<file path="src/rtl/pab_pkg.sv">
// Package for the pixel alpha blend core: widths, register indexes,
// stage structs and the reciprocal constant for the divide by 65025.
// No dependencies.
package pab_pkg;

	localparam int PIX_W    = 32;
	localparam int CH_W     = 8;
	localparam int NUM_CH   = 3;
	localparam int WEIGHT_W = 16;
	localparam int NUM_W    = 24;

	localparam logic [WEIGHT_W-1:0] FULL_WEIGHT = 16'd65025;
	localparam logic [CH_W-1:0]     ALPHA_MAX   = 8'd255;

	// floor(n / 65025) == (n * RECIP) >> RECIP_SHIFT, exact for n < 2^24
	localparam int                RECIP_W     = 25;
	localparam int                RECIP_SHIFT = 40;
	localparam logic [RECIP_W-1:0] RECIP      = 25'd16909061;

	localparam int CFG_IDX_W  = 2;
	localparam int CFG_DATA_W = 8;

	localparam logic [CFG_IDX_W-1:0] CFG_GLOBAL_ALPHA    = 2'd0;
	localparam logic [CFG_IDX_W-1:0] CFG_USE_SRC_ALPHA   = 2'd1;
	localparam logic [CFG_IDX_W-1:0] CFG_SRC_PREMULT     = 2'd2;

	typedef struct packed {
		logic [CH_W-1:0] global_alpha;
		logic            use_src_alpha;
		logic            src_premult;
	} cfg_t;

	typedef struct packed {
		logic [PIX_W-1:0]    dst;
		logic [PIX_W-1:0]    src;
		logic [WEIGHT_W-1:0] weight;
		logic                copy;
		logic                premult;
	} s1_t;

	typedef struct packed {
		logic s2;
		logic s3;
		logic s4;
	} stage_en_t;

endpackage

</file>
<file path="src/rtl/pab_if.sv">
// Valid/ready channel interfaces of the pixel alpha blend core.
// Depends on pab_pkg.
interface pab_in_if;
	logic                      valid;
	logic                      ready;
	logic [pab_pkg::PIX_W-1:0] dst_pixel;
	logic [pab_pkg::PIX_W-1:0] src_pixel;

	modport source (output valid, output dst_pixel, output src_pixel, input ready);
	modport sink   (input valid, input dst_pixel, input src_pixel, output ready);
endinterface

interface pab_out_if;
	logic                      valid;
	logic                      ready;
	logic [pab_pkg::PIX_W-1:0] out_pixel;

	modport source (output valid, output out_pixel, input ready);
	modport sink   (input valid, input out_pixel, output ready);
endinterface

</file>
<file path="src/rtl/pixel_alpha_blend_core.sv">
// Pixel alpha blend core (source-over, ARGB8888), top level.
// Depends on pab_pkg, pab_if, pab_weight and pab_lane.
//
// One destination/source pixel pair is accepted every clock while the
// output is not stalled. Stage 1 forms the weight (8x8 multiply),
// stage 2 the per-channel products, stage 3 the divide by 65025 as a
// reciprocal multiply, stage 4 the saturating add and the output register.
// Sustained rate is one pixel per cycle; back-pressure on the output
// holds every stage without loss. The user must write the configuration
// registers (0 global alpha, 1 use source alpha, 2 source premultiplied)
// only while the pipeline is empty; the core itself does not enforce it.
module pixel_alpha_blend_core (
	input  logic                           clk,
	input  logic                           arst_n,
	input  logic                           cfg_we,
	input  logic [pab_pkg::CFG_IDX_W-1:0]  cfg_idx,
	input  logic [pab_pkg::CFG_DATA_W-1:0] cfg_data,
	pab_in_if.sink                         pix_in,
	pab_out_if.source                      pix_out
);
	import pab_pkg::*;

	cfg_t      cfg_q;
	s1_t       s1;
	stage_en_t en;

	logic vld_s1, vld_s2, vld_s3, vld_s4;
	logic adv1, adv2, adv3, adv4;

	logic             bypass_s2, bypass_s3, bypass_s4;
	logic [PIX_W-1:0] bypass_pix_s2, bypass_pix_s3, bypass_pix_s4;
	logic [CH_W-1:0]  lane_res [NUM_CH];

	always_ff @(posedge clk or negedge arst_n) begin
		if (!arst_n) begin
			cfg_q.global_alpha  <= ALPHA_MAX;
			cfg_q.use_src_alpha <= 1'b1;
			cfg_q.src_premult   <= 1'b0;
		end else if (cfg_we) begin
			unique case (cfg_idx)
				CFG_GLOBAL_ALPHA:  cfg_q.global_alpha  <= cfg_data;
				CFG_USE_SRC_ALPHA: cfg_q.use_src_alpha <= cfg_data[0];
				CFG_SRC_PREMULT:   cfg_q.src_premult   <= cfg_data[0];
				default: ;
			endcase
		end
	end

	assign adv4 = !vld_s4 || pix_out.ready;
	assign adv3 = !vld_s3 || adv4;
	assign adv2 = !vld_s2 || adv3;
	assign adv1 = !vld_s1 || adv2;

	assign pix_in.ready = adv1;
	assign en.s2        = adv2 && vld_s1;
	assign en.s3        = adv3 && vld_s2;
	assign en.s4        = adv4 && vld_s3;

	always_ff @(posedge clk or negedge arst_n) begin
		if (!arst_n) begin
			vld_s1 <= 1'b0;
			vld_s2 <= 1'b0;
			vld_s3 <= 1'b0;
			vld_s4 <= 1'b0;
		end else begin
			if (adv1) vld_s1 <= pix_in.valid;
			if (adv2) vld_s2 <= vld_s1;
			if (adv3) vld_s3 <= vld_s2;
			if (adv4) vld_s4 <= vld_s3;
		end
	end

	pab_weight u_weight (
		.clk       (clk),
		.en        (adv1 && pix_in.valid),
		.cfg       (cfg_q),
		.dst_pixel (pix_in.dst_pixel),
		.src_pixel (pix_in.src_pixel),
		.s1        (s1)
	);

	for (genvar k = 0; k < NUM_CH; k++) begin : g_lane
		pab_lane u_lane (
			.clk        (clk),
			.en         (en),
			.src_s1     (s1.src[k*CH_W +: CH_W]),
			.dst_s1     (s1.dst[k*CH_W +: CH_W]),
			.weight_s1  (s1.weight),
			.premult_s1 (s1.premult),
			.res_s4     (lane_res[k])
		);
	end

	// opaque copy or zero weight: pixel passes unchanged
	always_ff @(posedge clk) begin
		if (en.s2) begin
			bypass_s2     <= s1.copy || (s1.weight == '0);
			bypass_pix_s2 <= s1.copy ? s1.src : s1.dst;
		end
		if (en.s3) begin
			bypass_s3     <= bypass_s2;
			bypass_pix_s3 <= bypass_pix_s2;
		end
		if (en.s4) begin
			bypass_s4     <= bypass_s3;
			bypass_pix_s4 <= bypass_pix_s3;
		end
	end

	assign pix_out.valid     = vld_s4;
	assign pix_out.out_pixel = bypass_s4 ? bypass_pix_s4 :
	                           {{(PIX_W-NUM_CH*CH_W){1'b0}}, lane_res[2], lane_res[1], lane_res[0]};

endmodule

</file>
<file path="src/rtl/pab_weight.sv">
// Stage 1: effective weight (source alpha times global alpha) and mode flags.
// Depends on pab_pkg.
module pab_weight (
	input  logic                      clk,
	input  logic                      en,
	input  pab_pkg::cfg_t             cfg,
	input  logic [pab_pkg::PIX_W-1:0] dst_pixel,
	input  logic [pab_pkg::PIX_W-1:0] src_pixel,
	output pab_pkg::s1_t              s1
);
	import pab_pkg::*;

	logic [CH_W-1:0]     src_alpha;
	logic [WEIGHT_W-1:0] weight;

	assign src_alpha = cfg.use_src_alpha ? src_pixel[PIX_W-1 -: CH_W] : ALPHA_MAX;
	assign weight    = {{(WEIGHT_W-CH_W){1'b0}}, src_alpha} *
	                   {{(WEIGHT_W-CH_W){1'b0}}, cfg.global_alpha};

	always_ff @(posedge clk) begin
		if (en) begin
			s1.dst     <= dst_pixel;
			s1.src     <= src_pixel;
			s1.weight  <= weight;
			s1.copy    <= !cfg.use_src_alpha && (cfg.global_alpha == ALPHA_MAX);
			s1.premult <= cfg.use_src_alpha && cfg.src_premult;
		end
	end

endmodule

</file>
<file path="src/rtl/pab_lane.sv">
// One color channel, stages 2 to 4: weighted products, divide by 65025
// through a reciprocal multiply, premultiplied add with saturation.
// Depends on pab_pkg.
module pab_lane (
	input  logic                         clk,
	input  pab_pkg::stage_en_t           en,
	input  logic [pab_pkg::CH_W-1:0]     src_s1,
	input  logic [pab_pkg::CH_W-1:0]     dst_s1,
	input  logic [pab_pkg::WEIGHT_W-1:0] weight_s1,
	input  logic                         premult_s1,
	output logic [pab_pkg::CH_W-1:0]     res_s4
);
	import pab_pkg::*;

	localparam int PROD_W = NUM_W + RECIP_W;

	logic [WEIGHT_W-1:0] inv_weight;
	logic [NUM_W-1:0]    src_prod;
	logic [NUM_W-1:0]    dst_prod;
	logic [NUM_W-1:0]    num_s2;
	logic [CH_W-1:0]     src_s2;
	logic                premult_s2;
	logic [PROD_W-1:0]   recip_prod;
	logic [CH_W-1:0]     quot_s3;
	logic [CH_W-1:0]     src_s3;
	logic                premult_s3;
	logic [CH_W:0]       sat_sum;

	assign inv_weight = FULL_WEIGHT - weight_s1;
	assign src_prod   = {{(NUM_W-CH_W){1'b0}}, src_s1} *
	                    {{(NUM_W-WEIGHT_W){1'b0}}, weight_s1};
	assign dst_prod   = {{(NUM_W-CH_W){1'b0}}, dst_s1} *
	                    {{(NUM_W-WEIGHT_W){1'b0}}, inv_weight};

	always_ff @(posedge clk) begin
		if (en.s2) begin
			num_s2     <= premult_s1 ? dst_prod : src_prod + dst_prod;
			src_s2     <= src_s1;
			premult_s2 <= premult_s1;
		end
	end

	assign recip_prod = {{RECIP_W{1'b0}}, num_s2} * {{NUM_W{1'b0}}, RECIP};

	always_ff @(posedge clk) begin
		if (en.s3) begin
			quot_s3    <= recip_prod[RECIP_SHIFT +: CH_W];
			src_s3     <= src_s2;
			premult_s3 <= premult_s2;
		end
	end

	assign sat_sum = {1'b0, src_s3} + {1'b0, quot_s3};

	always_ff @(posedge clk) begin
		if (en.s4) begin
			if (!premult_s3) begin
				res_s4 <= quot_s3;
			end else if (sat_sum[CH_W]) begin
				res_s4 <= ALPHA_MAX;
			end else begin
				res_s4 <= sat_sum[CH_W-1:0];
			end
		end
	end

endmodule

</file>
<file path="src/flat_wrapper.sv">
// flat-port wrapper written by rule: the top's interface ports become plain ports
module pixel_alpha_blend_core_flat import pab_pkg::*;
  (clk, arst_n, cfg_we, cfg_idx, cfg_data, pix_in_valid, pix_in_dst_pixel, pix_in_src_pixel, pix_in_ready, pix_out_valid, pix_out_out_pixel, pix_out_ready);
  pab_in_if pix_in_i ();
  pab_out_if pix_out_i ();
  input  logic clk;
  input  logic arst_n;
  input  logic cfg_we;
  input  logic [pab_pkg::CFG_IDX_W-1:0] cfg_idx;
  input  logic [pab_pkg::CFG_DATA_W-1:0] cfg_data;
  input wire logic [$bits(pix_in_i.valid)-1:0] pix_in_valid;
  input wire logic [$bits(pix_in_i.dst_pixel)-1:0] pix_in_dst_pixel;
  input wire logic [$bits(pix_in_i.src_pixel)-1:0] pix_in_src_pixel;
  output wire logic [$bits(pix_in_i.ready)-1:0] pix_in_ready;
  output wire logic [$bits(pix_out_i.valid)-1:0] pix_out_valid;
  output wire logic [$bits(pix_out_i.out_pixel)-1:0] pix_out_out_pixel;
  input wire logic [$bits(pix_out_i.ready)-1:0] pix_out_ready;
  assign pix_in_i.valid = pix_in_valid;
  assign pix_in_i.dst_pixel = pix_in_dst_pixel;
  assign pix_in_i.src_pixel = pix_in_src_pixel;
  assign pix_in_ready = pix_in_i.ready;
  assign pix_out_valid = pix_out_i.valid;
  assign pix_out_out_pixel = pix_out_i.out_pixel;
  assign pix_out_i.ready = pix_out_ready;
  pixel_alpha_blend_core u_core (.clk(clk), .arst_n(arst_n), .cfg_we(cfg_we), .cfg_idx(cfg_idx), .cfg_data(cfg_data), .pix_in(pix_in_i), .pix_out(pix_out_i));
endmodule
</file>
<file path="config.mk">
export PLATFORM = sky130hd
export DESIGN_NAME = pixel_alpha_blend_core_flat
export DESIGN_NICKNAME = d
export VERILOG_FILES = /design/src/rtl/pab_pkg.sv /design/src/rtl/pab_if.sv /design/src/rtl/pixel_alpha_blend_core.sv /design/src/rtl/pab_weight.sv /design/src/rtl/pab_lane.sv /design/src/flat_wrapper.sv
export SDC_FILE = /design/constraint.sdc
export NUM_CORES = 2
export LEC_CHECK = 0
export ABC_AREA = 1
export BUFFER_PORTS_ARGS = -buffer_cell sky130_fd_sc_hd__buf_4
export CAP_MARGIN = 20
export CORE_AREA = 3 3 322 324
export DETAILED_ROUTE_END_ITERATION = 7
export DIE_AREA = 0 0 325 327
export HOLD_SLACK_MARGIN = 0.05
export PLACE_DENSITY = 0.79
export SKIP_CTS_REPAIR_TIMING = 1
export SYNTH_ARGS = -nofsm -noshare
export SYNTH_HDL_FRONTEND = slang
export SYNTH_SLANG_ARGS = --single-unit
</file>
<file path="constraint.sdc">
create_clock -name clk -period 9.3 [get_ports clk]
set_clock_uncertainty 0.05 [all_clocks]
set_input_delay 0 -clock clk [delete_from_list [all_inputs] [get_ports clk]]
set_output_delay 0 -clock clk [all_outputs]
set_load 0.01 [all_outputs]
</file>
Word-level counts from Yosys, hierarchy flattened. Cells that the tools add are included.

Bits in registers: 365. Latch bits: 0. Bits in writable memories: 0. Memory bits (read-only): 0. Input bits: 79. Output and inout port bits: 34. Word-level logic and storage cells: 88. Memories kept: 0.

Add/sub/neg operators: 7. Multiply operators: 10. Div/mod/pow operators: 0. $lt $le $gt $ge: 0. Equal/unequal tests: 3. Shifts and indexed selects: 0. Muxes and demuxes: 12. Bitwise operators: 0. Reductions and logical operators: 21.

Operator list (number): multiplier 24 x 25 -> 48 bit, second input constant (3); multiplier 8 x 16 -> 24 bit (6); adder 24 bit (3); two-way mux 24 bit (3); two-way mux 32 bit (2); two-way mux 8 bit (7); adder 8 x 8 -> 9 bit (3); zero test 16 bit (1); multiplier 8 x 8 -> 16 bit (1); subtractor 16 bit, first input constant (1); equality test 8 bit, second input constant (1); logical AND 1 bit (6); AND reduction 2 bit (3); zero test 1 bit (5); logical OR 1 bit (5); equality test 2 x 1 -> 1 bit, second input constant (1); equality test 2 bit, second input constant (1); zero test 2 bit (1).

Logic depth before layout (Yosys ltp).
Depth in word-level cells: 6. Depth in mapped cells: 49. Depth with buffers taken out: 45.

Hierarchy. From an unflattened synthesis, not the netlist that was laid out.

Cell total of the unflattened synthesis: 7447. Area, all modules: 62268.5 µm².

By module, submodules not included: pab_lane (u_core.g_lane[0].u_lane) (instances 1, cells an instance 2255, area each 17835.9 µm², seq. area each 1741.7 µm²); pab_lane (u_core.g_lane[2].u_lane) (instances 1, cells an instance 2226, area each 17621.9 µm², seq. area each 1741.7 µm²); pab_lane (u_core.g_lane[1].u_lane) (instances 1, cells an instance 2213, area each 17545.6 µm², seq. area each 1741.7 µm²); pab_weight (instances 1, cells an instance 423, area each 4744.6 µm², seq. area each 2462.4 µm²); pixel_alpha_blend_core (instances 1, cells an instance 330, area each 4520.6 µm², seq. area each 3334.4 µm²).

Worst setup path after synthesis. OpenSTA, ideal clock, no wires.

Path kind: register to register. From: register u_core.u_weight.s1[3] (netlist name). To: register u_core.g_lane[1].u_lane.num_s2[20], data pin. Library setup time: 0.254 ns. Arrival time: 8.833 ns. Data required time: 8.996 ns. Path slack: 0.164 ns. Stages on the path, launching flop included: 37. Path buffers: 4. Period minus slack after synthesis: 9.136 ns. Cells stage by stage: edfxtp_1 clkbuf_1 clkbuf_1 buf_1 inv_1 ha_1 xnor2_1 clkinv_1 clkbuf_1 nor2_1 fa_1 fa_1 fa_1 inv_1 fa_1 inv_1 ha_1 a21o_1 nor2_1 o21ai_1 a21boi_0 o21ai_0 or2_2 nand2_1 fa_1 fa_1 fa_1 fa_1 inv_1 ha_1 a21oi_1 o21ai_0 a21oi_1 nand3_1 or2_2 nand3_1 nand2_1.

Word-level cells in the longest chain between the ends: 4. Elaborated cells on any way between the ends: 5. Those cells by class: add/sub (2); mul (2); mux (1).

Ends and longest elaborated chain: subtractor 16 bit (RTL line pab_lane.sv:29) `assign inv_weight = FULL_WEIGHT - weight_s1;`; multiplier 8 x 16 -> 24 bit (RTL line pab_lane.sv:32) `assign dst_prod = {{(NUM_W-CH_W){1'b0}}, dst_s1} *`; adder 24 bit (RTL line pab_lane.sv:37) `num_s2 <= premult_s1 ? dst_prod : src_prod + dst_prod;`; two-way mux 24 bit * (RTL line pab_lane.sv:37); to (signal assigned) (RTL line pab_lane.sv:37); to (decl) (RTL line pab_lane.sv:20) `logic [NUM_W-1:0] num_s2;`.

Mark *: on every way between the ends. The rest lies on a longest branch, timed or not. A chain may end at the register's enable or synchronous reset.

Final worst setup path.
From: register u_core.u_weight.s1[7] (netlist name). To: register u_core.g_lane[2].u_lane.num_s2[13], data pin.

Word-level cells in the longest chain between the ends: 4. Elaborated cells on any way between the ends: 5. Those cells by class: add/sub (2); mul (2); mux (1).

Ends and longest elaborated chain (RTL line): subtractor 16 bit (pab_lane.sv:29); multiplier 8 x 16 -> 24 bit (pab_lane.sv:32); adder 24 bit (pab_lane.sv:37); two-way mux 24 bit * (pab_lane.sv:37); to (signal assigned) (pab_lane.sv:37); to (decl) (pab_lane.sv:20).

Marked as above.

==> out/summary.txt <==
max-cap viol count: 0
kind of critical path: reg -> reg
Max Fclk: 111.7 MHz
measured slew at the worst slew-check pin: 1.033 ns
vias in the first global route: 50510
gr usage total: 31.87%
RSZ-0062 raised after global routing: true
R2R Setup Slk: 0.35 ns
Seq/Total Area, Yosys: 18.02%
core region area: 0.1014 sq mm
CP Capture Point: u_core.g_lane[2].u_lane.num_s2[13]
RR Startpoint: u_core.u_weight.s1[7]
layout cells sized above 1: 5.718%
Final nets: 9164
drt pass-1 iters: 6
fin area: 0.06594 sq mm
CP Data Required Time: 9.56 ns
ys async rst share: 3.836%
CP max stage delay: 0.58 ns
CTS Buf Count: 45
final wirelength: 170700 um
syn avg cell area: 8.475 sq um
Clock Tree Root: clkbuf_16
final setup slack of the worst path: 0.3487 ns
DRC Markers: 0
clk_lat worst skew: 0.65 ns
commonest non-fill, non-tap cells in the layout: 1604 x inv_1, 1390 x nand2_1, 958 x ha_1, 789 x fa_1, 551 x nor2_1
DRT iter0 DRCs: 3808
total die area: 0.1063 sq mm
die width: 325 um
R2R depth: 33
worst r2r dst: u_core.g_lane[2].u_lane.num_s2[13]
CP most frequent cell: fa_1
post-synthesis mux area share: 0.5294%
WL per Instance: 19.55 um
Min Hold Slack: 0.04787 ns
Netlist Area Pre-Place: 0.06051 sq mm
synth warn: 0
GPL Wtd Cong: 0.9752
Slew HR: 31.15%
CTS HTree Levels: 2
first-pass GRT wire length: 267200 um
fin. max-slew vios: 0
Multi-input gate area: 0.04301 sq mm
register area: 0.01090 sq mm
Worst setup startpoint: u_core.u_weight.s1[7]
minimum clock period after layout: 8.951 ns
Yosys cell types: 59
status: finished clean
crit end category: register
EDFF count, synth: 351
Layout fillers: 8310
Starting Density: 59.64%
largest net degree at the start of global routing: 90
WP data arrival: 9.21 ns
Sink Count: 365
dpl ws: 0.1553 ns
HPWL after DPL: 137500 um
Die Y: 327 um
Post-DRT Antenna Nets: 0
clock buffer depth: 3
row count: 117
CP Launch Type: register
placed cell area: 0.06304 sq mm
final setup TNS: 0 ns
IO Pins: 113
largest family of logic cells by synthesized area: adder cells
initial antenna violation count: 2
HP Class: in -> reg
CTS tree: built
post-synthesis simple-gate area fraction: 16.10%
GRT overflow: 0
most common cell after layout, fill and taps aside: inv_1
Synth Flop Type: edfxtp_1
synthesized instance count: 7140
IO buf count: 112
post-synthesis compound-gate area fraction: 6.435%
final setup violation count: 0
Crit Path Max Fanout: 26
Adder-Cell Fraction of Synth Area: 46.12%
final hold viol count: 0
Post-Synth XOR/XNOR Area: 1.474%
synth-to-layout area growth: 8.981%
Slowest-stage cell, CP: fa_1
crit share post-route: 96.25%
detailed-route via count: 49070
CTS clk-pin slew, worst paths: 0.06 ns
Via density: 5.619
Synth Register Bits: 365
cell usage after synthesis, types with 64 or more instances:
master	n	share of area, %
inv_1	1606	10
nand2_1	1394	8.6
ha_1	968	20
fa_1	789	26
nor2_1	555	3.4
edfxtp_1	351	17
a21oi_1	307	2.5
o21ai_0	237	2.0
nand3_1	202	1.7
clkbuf_1	126	0.78
nand4_1	73	0.75
xor2_1	64	0.93
stage by stage:
stage | utilization [%] | cells
after floorplan | - | 7142
after global placement | 62.14 | 8536
after detailed placement | 62.14 | 8536
after CTS | 63.65 | 8618
after global routing | 65.00 | 8732
final | 65.00 | 8732
layer usage:
layer	vias to the layer above	GRT usage [%]	routed length [um]
li1	22700	-	-
met4	2	13.53	8944
met5	-	0	13
met3	511	6.124	14590
met1	23720	41.38	68840
met2	2137	52.49	78330
worst min path at each step:
stage	to	cells after the start	slack, ns	startpoint
floorplan	u_core.cfg_q[0]	0	-0.35	arst_n
global placement	u_core.vld_s1	1	-0.18	arst_n
detailed placement	u_core.vld_s1	1	-0.18	arst_n
CTS	u_core.vld_s1	1	-0.85	arst_n
global route	u_core.u_weight.s1[79]	2	0.05	pix_in_dst_pixel[29]
finish	u_core.u_weight.s1[53]	2	0.05	pix_in_dst_pixel[3]
state kept, by name, summed over array words and instances, names as in the netlist, 10 cells and up:
signal / flops
u_core.bypass_pix_s2: 32
u_core.bypass_pix_s3: 32
u_core.bypass_pix_s4: 32
u_core.cfg_q: 10
u_core.g_lane.u_lane.num_s2: 72
u_core.g_lane.u_lane.quot_s3: 24
u_core.g_lane.u_lane.res_s4: 24
u_core.g_lane.u_lane.src_s2: 24
u_core.g_lane.u_lane.src_s3: 24
u_core.u_weight.s1: 82
cells by family (layout without fill, tap and decap cells):
group / count (synthesis) / after routing
other: 1 / 4
AND/OR/NAND/NOR: 2373 / 2373
multiplexers: 29 / 29
buffers and inverters: 1807 / 2028
AO/OA/AOI/OAI: 707 / 707
adder cells (fa/ha/maj): 1757 / 1757
flip-flops: 365 / 365
XOR/XNOR: 101 / 101
critical path, delay by kind of cell (launching register included):
family	cells	cell delay (ns)
AO/OA/AOI/OAI	9	1.61
XOR/XNOR	1	0.15
buffers and inverters	9	1.13
flip-flops	1	0.35
AND/OR/NAND/NOR	4	0.67
adder cells (fa/ha/maj)	10	4.63
area by class of cell:
| cell class | count | share of cell area, % |
|---|---|---|
| Clock inverter | 28 | 0.5313 |
| Sequential cell | 365 | 16.53 |
| Clock buffer | 54 | 1.804 |
| Inverter | 1633 | 9.324 |
| Multi-Input combinational cell | 4970 | 65.23 |
| Tap cell | 1368 | 2.596 |
| Timing Repair Buffer | 313 | 3.981 |
| Antenna cell | 1 | 0.003795 |
Power is not shown: default switching activity piles up to over one toggle a cycle in this logic, so the estimate is an artifact.
